[src/rwlq_pkg.sv]
// Shared types, constants and command codes of the lock request queue.
package rwlq_pkg;

  // Queue geometry
  localparam int QueueDepth = 16;
  localparam int IDX_W      = $clog2(QueueDepth);
  localparam int CNT_W      = $clog2(QueueDepth + 1);
  localparam int OCC_W      = 5;
  localparam int THREAD_W   = 16;
  localparam int RECORD_W   = 32;

  typedef logic [QueueDepth-1:0] qvec_t;
  typedef logic [CNT_W-1:0]      cnt_t;

  // Request codes as they arrive on the input channel
  typedef enum logic [1:0] {
    MODE_APPEND = 2'd0,
    MODE_LOCK   = 2'd1,
    MODE_UNLOCK = 2'd2,
    MODE_REMOVE = 2'd3
  } mode_t;

  // Classified operations handed from front to back
  typedef enum logic [2:0] {
    OP_APPEND,
    OP_LOCK_SH,
    OP_LOCK_EX,
    OP_UNLOCK_SH,
    OP_UNLOCK_EX,
    OP_REMOVE
  } op_t;

  typedef enum logic {
    BK_IDLE,
    BK_EXEC
  } back_st_t;

  // Input beat
  typedef struct packed {
    mode_t               mode;
    logic [THREAD_W-1:0] thread_id;
    logic [RECORD_W-1:0] record_id;
    logic                shared;
  } in_item_t;

  // Result beat
  typedef struct packed {
    logic             found;
    logic             overflow;
    logic [OCC_W-1:0] occupancy;
  } out_item_t;

  // Command after classification
  typedef struct packed {
    op_t                 op;
    logic [THREAD_W-1:0] thread_id;
    logic [RECORD_W-1:0] record_id;
    logic                shared;
  } cmd_t;

  // One queue slot
  typedef struct packed {
    logic [THREAD_W-1:0] thread_id;
    logic [RECORD_W-1:0] record_id;
    logic                is_shared;
    logic                granted;
  } entry_t;

  // Handshake between the command queue and the back end
  typedef struct packed {
    logic avail;
    cmd_t head;
  } cmd_port_t;

  // Handshake between the back end and the result buffer
  typedef struct packed {
    logic      push;
    out_item_t item;
  } res_port_t;

endpackage

[src/rwlq_front.sv]
// Front end: accepts request beats, classifies them and queues up to two commands.
module rwlq_front import rwlq_pkg::*; (
  input  logic      clk,
  input  logic      rst_n,
  input  logic      push,
  output logic      full,
  input  in_item_t  in_item,
  output cmd_port_t cmd_port,
  input  logic      cmd_pop
);

  cmd_t       slot_r [2];
  cmd_t       cmd_in;
  logic       wr_ptr_r, wr_ptr_nxt;
  logic       rd_ptr_r, rd_ptr_nxt;
  logic [1:0] cnt_r, cnt_nxt;
  logic       do_push, do_pop;

  // Classify the request mode and lock kind into one operation
  always_comb begin
    cmd_in.thread_id = in_item.thread_id;
    cmd_in.record_id = in_item.record_id;
    cmd_in.shared    = in_item.shared;
    unique case (in_item.mode)
      MODE_APPEND: cmd_in.op = OP_APPEND;
      MODE_LOCK:   cmd_in.op = in_item.shared ? OP_LOCK_SH : OP_LOCK_EX;
      MODE_UNLOCK: cmd_in.op = in_item.shared ? OP_UNLOCK_SH : OP_UNLOCK_EX;
      MODE_REMOVE: cmd_in.op = OP_REMOVE;
      default:     cmd_in.op = OP_REMOVE;
    endcase
  end

  assign full    = (cnt_r == 2'd2);
  assign do_push = push && !full;
  assign do_pop  = cmd_pop && (cnt_r != 2'd0);

  assign cmd_port.avail = (cnt_r != 2'd0);
  assign cmd_port.head  = slot_r[rd_ptr_r];

  // Pointer and fill count update
  always_comb begin
    wr_ptr_nxt = wr_ptr_r ^ do_push;
    rd_ptr_nxt = rd_ptr_r ^ do_pop;
    cnt_nxt    = cnt_r + {1'b0, do_push} - {1'b0, do_pop};
  end

  always_ff @(posedge clk) begin
    if (!rst_n) begin
      wr_ptr_r <= 1'b0;
      rd_ptr_r <= 1'b0;
      cnt_r    <= 2'd0;
    end else begin
      wr_ptr_r <= wr_ptr_nxt;
      rd_ptr_r <= rd_ptr_nxt;
      cnt_r    <= cnt_nxt;
    end
  end

  // Command slots, no reset
  always_ff @(posedge clk) begin
    if (do_push) begin
      slot_r[wr_ptr_r] <= cmd_in;
    end
  end

endmodule

[src/rwlq_back.sv]
// Back end: holds the ordered entries, matches a command and applies it.
module rwlq_back import rwlq_pkg::*; (
  input  logic      clk,
  input  logic      rst_n,
  input  cmd_port_t cmd_port,
  output logic      cmd_pop,
  input  logic      res_space,
  output res_port_t res_port
);

  entry_t   entry_r [QueueDepth];
  entry_t   entry_nxt [QueueDepth];
  cnt_t     count_r, count_nxt;
  back_st_t st_r, st_nxt;
  cmd_t     cmd_r, cmd_nxt;
  qvec_t    hit_r, hit_nxt;

  qvec_t valid, idm, shr, exbits, firstex, run;
  qvec_t first, after;
  logic  start;
  logic  has_room;

  // Per-slot compare of the queue head command against the entries
  always_comb begin
    for (int k = 0; k < QueueDepth; k++) begin
      valid[k] = (CNT_W'(k) < count_r);
      idm[k]   = (entry_r[k].thread_id == cmd_port.head.thread_id) &&
                 (entry_r[k].record_id == cmd_port.head.record_id);
      shr[k]   = entry_r[k].is_shared;
    end
    // Leading shared run: every valid slot below the first exclusive one
    exbits  = valid & ~shr;
    firstex = exbits & (~exbits + 1'b1);
    run     = (firstex - 1'b1) & valid;
  end

  // Candidate slots per operation
  always_comb begin
    hit_nxt = '0;
    unique case (cmd_port.head.op)
      OP_APPEND:    hit_nxt = '0;
      OP_LOCK_SH:   hit_nxt = run & idm;
      OP_LOCK_EX:   hit_nxt[0] = valid[0] & idm[0] & ~shr[0];
      OP_UNLOCK_SH: hit_nxt = run & idm;
      OP_UNLOCK_EX: hit_nxt[0] = valid[0] & entry_r[0].granted & ~shr[0];
      OP_REMOVE:    hit_nxt = valid & idm & ~(shr ^ {QueueDepth{cmd_port.head.shared}});
      default:      hit_nxt = '0;
    endcase
  end

  // First candidate and the slots at or above it
  assign first    = hit_r & (~hit_r + 1'b1);
  assign after    = ~(first - 1'b1);
  assign has_room = (count_r < CNT_W'(QueueDepth));
  assign start    = cmd_port.avail && res_space;

  // Sequencer: latch and match, then apply and report
  always_comb begin
    st_nxt    = st_r;
    cmd_nxt   = cmd_r;
    count_nxt = count_r;
    cmd_pop   = 1'b0;
    res_port  = '0;
    for (int k = 0; k < QueueDepth; k++) begin
      entry_nxt[k] = entry_r[k];
    end
    unique case (st_r)
      BK_IDLE: begin
        if (start) begin
          cmd_pop = 1'b1;
          cmd_nxt = cmd_port.head;
          st_nxt  = BK_EXEC;
        end
      end
      BK_EXEC: begin
        st_nxt        = BK_IDLE;
        res_port.push = 1'b1;
        case (cmd_r.op)
          OP_APPEND: begin
            if (has_room) begin
              entry_nxt[count_r[IDX_W-1:0]].thread_id = cmd_r.thread_id;
              entry_nxt[count_r[IDX_W-1:0]].record_id = cmd_r.record_id;
              entry_nxt[count_r[IDX_W-1:0]].is_shared = cmd_r.shared;
              entry_nxt[count_r[IDX_W-1:0]].granted   = 1'b0;
              count_nxt               = count_r + 1'b1;
              res_port.item.found     = 1'b1;
            end else begin
              res_port.item.overflow  = 1'b1;
            end
          end
          OP_LOCK_SH, OP_LOCK_EX: begin
            res_port.item.found = |hit_r;
            for (int k = 0; k < QueueDepth; k++) begin
              entry_nxt[k].granted = entry_r[k].granted | first[k];
            end
          end
          default: begin
            // Removal: slots from the hit upward take their upper neighbor
            res_port.item.found = |hit_r;
            if (|hit_r) begin
              for (int k = 0; k < QueueDepth - 1; k++) begin
                if (after[k]) begin
                  entry_nxt[k] = entry_r[k+1];
                end
              end
              count_nxt = count_r - 1'b1;
            end
          end
        endcase
        res_port.item.occupancy = OCC_W'(count_nxt);
      end
      default: st_nxt = BK_IDLE;
    endcase
  end

  always_ff @(posedge clk) begin
    if (!rst_n) begin
      st_r    <= BK_IDLE;
      count_r <= '0;
    end else begin
      st_r    <= st_nxt;
      count_r <= count_nxt;
    end
  end

  // Payload registers, no reset
  always_ff @(posedge clk) begin
    cmd_r <= cmd_nxt;
    hit_r <= hit_nxt;
    for (int k = 0; k < QueueDepth; k++) begin
      entry_r[k] <= entry_nxt[k];
    end
  end

endmodule

[src/rwlq_res_buf.sv]
// Result buffer: two-slot queue between the back end and the result channel.
module rwlq_res_buf import rwlq_pkg::*; (
  input  logic      clk,
  input  logic      rst_n,
  input  res_port_t res_port,
  output logic      res_space,
  input  logic      pop,
  output logic      empty,
  output out_item_t out_item
);

  out_item_t  slot_r [2];
  logic       wr_ptr_r, wr_ptr_nxt;
  logic       rd_ptr_r, rd_ptr_nxt;
  logic [1:0] cnt_r, cnt_nxt;
  logic       do_push, do_pop;

  assign empty     = (cnt_r == 2'd0);
  assign res_space = (cnt_r != 2'd2);
  assign do_push   = res_port.push && res_space;
  assign do_pop    = pop && !empty;
  assign out_item  = slot_r[rd_ptr_r];

  // Pointer and fill count update
  always_comb begin
    wr_ptr_nxt = wr_ptr_r ^ do_push;
    rd_ptr_nxt = rd_ptr_r ^ do_pop;
    cnt_nxt    = cnt_r + {1'b0, do_push} - {1'b0, do_pop};
  end

  always_ff @(posedge clk) begin
    if (!rst_n) begin
      wr_ptr_r <= 1'b0;
      rd_ptr_r <= 1'b0;
      cnt_r    <= 2'd0;
    end else begin
      wr_ptr_r <= wr_ptr_nxt;
      rd_ptr_r <= rd_ptr_nxt;
      cnt_r    <= cnt_nxt;
    end
  end

  // Result slots, no reset
  always_ff @(posedge clk) begin
    if (do_push) begin
      slot_r[wr_ptr_r] <= res_port.item;
    end
  end

endmodule

[src/rw_lock_request_queue.sv]
// Top level of the lock request queue for one resource.
//
// Input channel: a request beat (mode, thread_id, record_id, shared) is taken
// on a rising edge with push high and full low. The front end classifies it
// and holds up to two commands. Result channel: while empty is low the oldest
// result (found, overflow, occupancy) is on out_item; it is taken on a rising
// edge with pop high.
// Each request gives exactly one result beat, in request order.
// The back end takes one request at a time: it latches the command and the
// match of all slots, then grants, compacts or appends in the next state, and
// starts a new one only while the result buffer has space. A request passes
// the command queue, the latch and apply states and the result buffer in turn.
// Reset (rst_n low, synchronous) empties the queue and both buffers.
// If the receiver stalls, two results wait in the result buffer, two more
// requests wait in the command queue, then full rises until pop resumes.
module rw_lock_request_queue import rwlq_pkg::*; (
  input  logic      clk,
  input  logic      rst_n,
  input  logic      push,
  output logic      full,
  input  in_item_t  in_item,
  input  logic      pop,
  output logic      empty,
  output out_item_t out_item
);

  cmd_port_t cmd_port;
  logic      cmd_pop;
  res_port_t res_port;
  logic      res_space;

  // Accept and classify
  rwlq_front u_front (
    .clk      (clk),
    .rst_n    (rst_n),
    .push     (push),
    .full     (full),
    .in_item  (in_item),
    .cmd_port (cmd_port),
    .cmd_pop  (cmd_pop)
  );

  // Match and update the entries
  rwlq_back u_back (
    .clk       (clk),
    .rst_n     (rst_n),
    .cmd_port  (cmd_port),
    .cmd_pop   (cmd_pop),
    .res_space (res_space),
    .res_port  (res_port)
  );

  // Hold results for the receiver
  rwlq_res_buf u_res_buf (
    .clk       (clk),
    .rst_n     (rst_n),
    .res_port  (res_port),
    .res_space (res_space),
    .pop       (pop),
    .empty     (empty),
    .out_item  (out_item)
  );

endmodule
[config.mk]
export PLATFORM = sky130hd
export DESIGN_NAME = rw_lock_request_queue
export DESIGN_NICKNAME = d
export VERILOG_FILES = /design/src/rwlq_pkg.sv /design/src/rwlq_front.sv /design/src/rwlq_back.sv /design/src/rwlq_res_buf.sv /design/src/rw_lock_request_queue.sv
export SDC_FILE = /design/constraint.sdc
export NUM_CORES = 2
export LEC_CHECK = 0
export BUFFER_PORTS_ARGS = -buffer_cell sky130_fd_sc_hd__buf_2
export CELL_PAD_IN_SITES_DETAIL_PLACEMENT = 0
export CELL_PAD_IN_SITES_GLOBAL_PLACEMENT = 1
export CORE_ASPECT_RATIO = 0.9
export CORE_MARGIN = 2
export CORE_UTILIZATION = 55
export CTS_BUF_LIST = sky130_fd_sc_hd__clkbuf_4 sky130_fd_sc_hd__clkbuf_8
export DETAILED_ROUTE_END_ITERATION = 8
export PLACE_DENSITY_LB_ADDON = 0.1
export SKIP_LAST_GASP = 1
export SLEW_MARGIN = 20
export SYNTH_ARGS = -nofsm -noshare
export SYNTH_HDL_FRONTEND = slang
export SYNTH_SLANG_ARGS = --single-unit
export TNS_END_PERCENT = 100
[constraint.sdc]
create_clock -name clk -period 11.3 [get_ports clk]
set_input_delay 1.13 -clock clk [delete_from_list [all_inputs] [get_ports clk]]
set_output_delay 1.13 -clock clk [all_outputs]
set_load 0.005 [all_outputs]
==> flow_metrics.py <==
metrics = {
    "worst_setup_path": {
        "cp_max_fo": 30,
        "reg2regPathDepth": 8,
        "crit_type": "reg2reg",
        "cp-end-kind": "flop",
        "r2r_end": "u_back.hit_r[7]",
        "arrival_ns": 5.87,
        "cp.required_ns": 12.05,
        "r2r_setup_slack_ns": 6.17,
        "endpoint": "u_back.hit_r[7]",
        "start_kind": "flop",
    },
    "final_layout": {
        "final_cell_area_um2": 54700,
        "layoutNonFillerInstCount": 5150,
        "drive_above_1_share": 0.136,
        "syn_to_final_growth_pct": 10.5,
        "fill_cells": 7020,
        "fin_nets": 3906,
    },
    "sta": {
        "fin_skew_ns": 0.0441,
        "post-route-period-util": 0.454,
        "max_freq_mhz": 195,
        "hold_viol": 0,
        "setup_violations": 0,
        "rsz0062_at_grt": "no",
        "worstMarginPinSlew_ns": 1.27,
        "slew_violations": 0,
        "holdWs_ns": 0.463,
        "fin_setup_tns_ns": 0,
        "finalCriticalPeriod_ns": 5.13,
        "slew_headroom": 0.148,
    },
    "floorplanning": {
        "die_area_um2": 92500,
        "ioPinCount": 64,
        "core.rowCount": 104,
        "start_util": 0.554,
        "die_x_um": 320,
        "die_y_um": 289,
        "core_um2": 89400,
    },
    "pwr": {
        "p_switching_mw": 5.11,
        "swShare": 0.403,
        "powerDensity_nw_per_um2": 231,
        "seqPwrFrac": 0.402,
        "p_int_mw": 7.56,
        "power.share.clock": 0.258,
        "ir_drop_mv": 0.174,
        "p_leak_nw": 18.2,
        "comb_power_share": 0.340,
    },
    "job": {
        "drv_cap": 0,
    },
    "logic_synthesis": {
        "yosysSeqAreaShare": 0.601,
        "ys_ff_latch": 1002,
        "synthFlopType": "edfxtp_1",
        "syn_area_um2": 49600,
        "synth-edff-count": 970,
        "yosys_warnings": 0,
        "yosysUniqueCellTypes": 65,
        "synth_fp_nets": 3867,
        "async_flop_share": 0,
        "syn_area_per_cell_um2": 13.0,
        "netlist_instances": 3800,
    },
    "global_routing": {
        "grt-ovfl-total": 0,
        "track_usage": 0.394,
        "grt_pass1_wl_mm": 257,
        "grt_pass1_vias": 33591,
        "grt_max_degree": 211,
        "antenna_found_initial": 4,
    },
    "detailed_routing": {
        "first_pass_iters": 7,
        "totalWireLength_mm": 185,
        "drc_errors": 0,
        "drt_iter0_markers": 6229,
        "routedWlPerCell_um": 35.9,
        "vias_per_cell": 6.99,
        "drtAntennaViolNets": 0,
        "vias": 35976,
    },
    "placed_design": {
        "hpwl_mm": 128,
        "dp.cells": 4832,
        "port_buffers": 63,
        "post_dp_cell_area_um2": 51300,
        "gp_congestion": 1.00,
    },
    "clock_tree": {
        "h-tree-depth": 4,
        "cts_hold_buffers": 0,
        "cts_tree": "yes",
        "clkLatencyLatePin_ns": 0.87,
        "clkTransAtPathRegs_ns": 0.06,
        "cts_buffers": 166,
        "cts_setup_buffers": 0,
        "clk_path_buf_depth": 3,
        "cts-root-buf": "clkbuf_8",
        "clkSinkCount": 1002,
        "cts_resized": 0,
    },
    "run_status": {
        "outcome": "finished clean",
    },
    "worst_hold_path": {
        "hold_path_class": "in2reg",
    },
}
how the worst min path moves through the flow:
stage	start	to	slack [ns]	depth (start not counted)
after detailed placement	u_res_buf.rd_ptr_r	u_res_buf.rd_ptr_r	0.50	2
after floorplan	u_res_buf.rd_ptr_r	flop	0.48	2
after CTS	in_item[30]	u_front.slot_r[0][30]	0.40	1
after global placement	u_res_buf.rd_ptr_r	u_res_buf.rd_ptr_r	0.50	2
final	in_item[10]	u_front.slot_r[0][10]	0.46	1
after global routing	in_item[10]	u_front.slot_r[1][10]	0.44	1
routing by layer:
layer,track usage,share of wire,vias up
met5,0,0.000070,-
met4,0.0930,0.023,2
met3,0.185,0.17,301
met2,0.533,0.40,2739
met1,0.572,0.41,18357
li1,-,-,14577
metrics by stage:
stage                     total power, mW  setup WS, ns   util
after floorplan                      7.42          1.62      -
final                                12.7          6.17  0.612
after global placement               9.22          5.85  0.574
after detailed placement             9.24          6.46  0.574
after CTS                            12.5          6.44  0.611
after global routing                 13.0          6.11  0.612
flip-flops by register name (all words and copies together), names as in the netlist, named ones only:
register	count
u_back.cmd_r	52
u_back.count_r	5
u_back.entry_r	800
u_back.hit_r	16
u_back.st_r	1
u_front.cnt_r	2
u_front.rd_ptr_r	1
u_front.slot_r	104
u_front.wr_ptr_r	1
u_res_buf.cnt_r	2
u_res_buf.rd_ptr_r	1
u_res_buf.slot_r	14
u_res_buf.wr_ptr_r	1
cell families (layout without fill, tap and decap cells):
group | after synthesis | count (layout) | synth area share
AND/OR/NAND/NOR | 663 | 663 | 0.0656
adder cells (fa/ha/maj) | 13 | 13 | 0.00323
XOR/XNOR | 740 | 740 | 0.131
multiplexers | 61 | 61 | 0.0214
AO/OA/AOI/OAI | 947 | 947 | 0.147
other | 0 | 6 | 0
flip-flops | 1002 | 1002 | 0.601
buffers and inverters | 374 | 552 | 0.0309
power by group through the flow:
| stage | Combinational, mW | Sequential, mW | Clock, mW |
|---|---|---|---|
| 6_report | 4.31 | 5.10 | 3.27 |
| 5_1_grt | 4.43 | 5.10 | 3.44 |
| 4_1_cts | 4.11 | 5.08 | 3.28 |
| 3_5_place_dp | 4.08 | 5.15 | 0 |
| 3_3_place_gp | 4.08 | 5.14 | 0 |
| 2_1_floorplan | 2.73 | 4.68 | 0 |
critical path, stage by stage, from the launching register on:
cell and delay (ns):
dfxtp_4 0.89, buf_4 0.94, mux2i_4 0.35, buf_4 0.39, xnor2_1 0.12, nor4_1 0.96, nand4_1 0.33, or4_1 0.59
nor4_1 0.31
synthesized netlist by cell type (all sizes together) (6+ instances only):
master | number | area, µm²
xnor2 | 429 | 3760
a22o | 589 | 5160
buf | 69 | 388
nand4 | 97 | 607
nor2 | 82 | 308
nor2b | 6 | 37.5
mux2i | 51 | 948
nand3 | 26 | 130
nand2b | 7 | 43.8
dfxtp | 32 | 641
mux2 | 10 | 113
edfxtp | 970 | 29100
and3 | 7 | 43.8
a211oi | 10 | 75.1
xor2 | 311 | 2720
o22ai | 14 | 87.6
a31oi | 20 | 125
inv | 70 | 263
ha | 12 | 150
nand2 | 258 | 968
nor3 | 35 | 175
a221oi | 13 | 114
clkbuf | 233 | 875
o21ai | 185 | 926
o2111a | 6 | 67.6
a21oi | 54 | 270
nor4 | 124 | 776
a21o | 8 | 60.1
final cells by class:
cell class                      instances  area [µm²]  share of cell area
Inverter                               72         270             0.00494
Timing Repair Buffer                  173        1240              0.0226
Tap cell                             1166        1460              0.0266
Multi-Input combinational cell       2424       18700               0.342
Clock inverter                         71         410             0.00750
Sequential cell                      1002       29800               0.544
Antenna cell                            6        15.0            0.000274
Clock buffer                          236        2870              0.0525
layout by cell type (no fill, tap or decap), types with 8 or more instances in the layout:
cell          n
ha_1         10
clkinv_2     16
xor2_1      311
buf_2        63
a22o_1      589
nor4_1      120
nor3_1       29
xnor2_1     429
clkbuf_4     60
o22ai_1      14
mux2i_4      48
edfxtp_1    970
a221oi_1     12
buf_4       103
nor2_4       10
nor2_1       72
clkbuf_8    176
nand2_1     257
clkinv_1     43
nand3_1      26
dfxtp_1      31
a31oi_1      20
nand4_1      97
clkinvlp_4    8
o21ai_0     182
mux2_2       10
inv_1        70
a21o_1        8
a21oi_1      54
No activity file was read; power rests on OpenSTA's default activity.
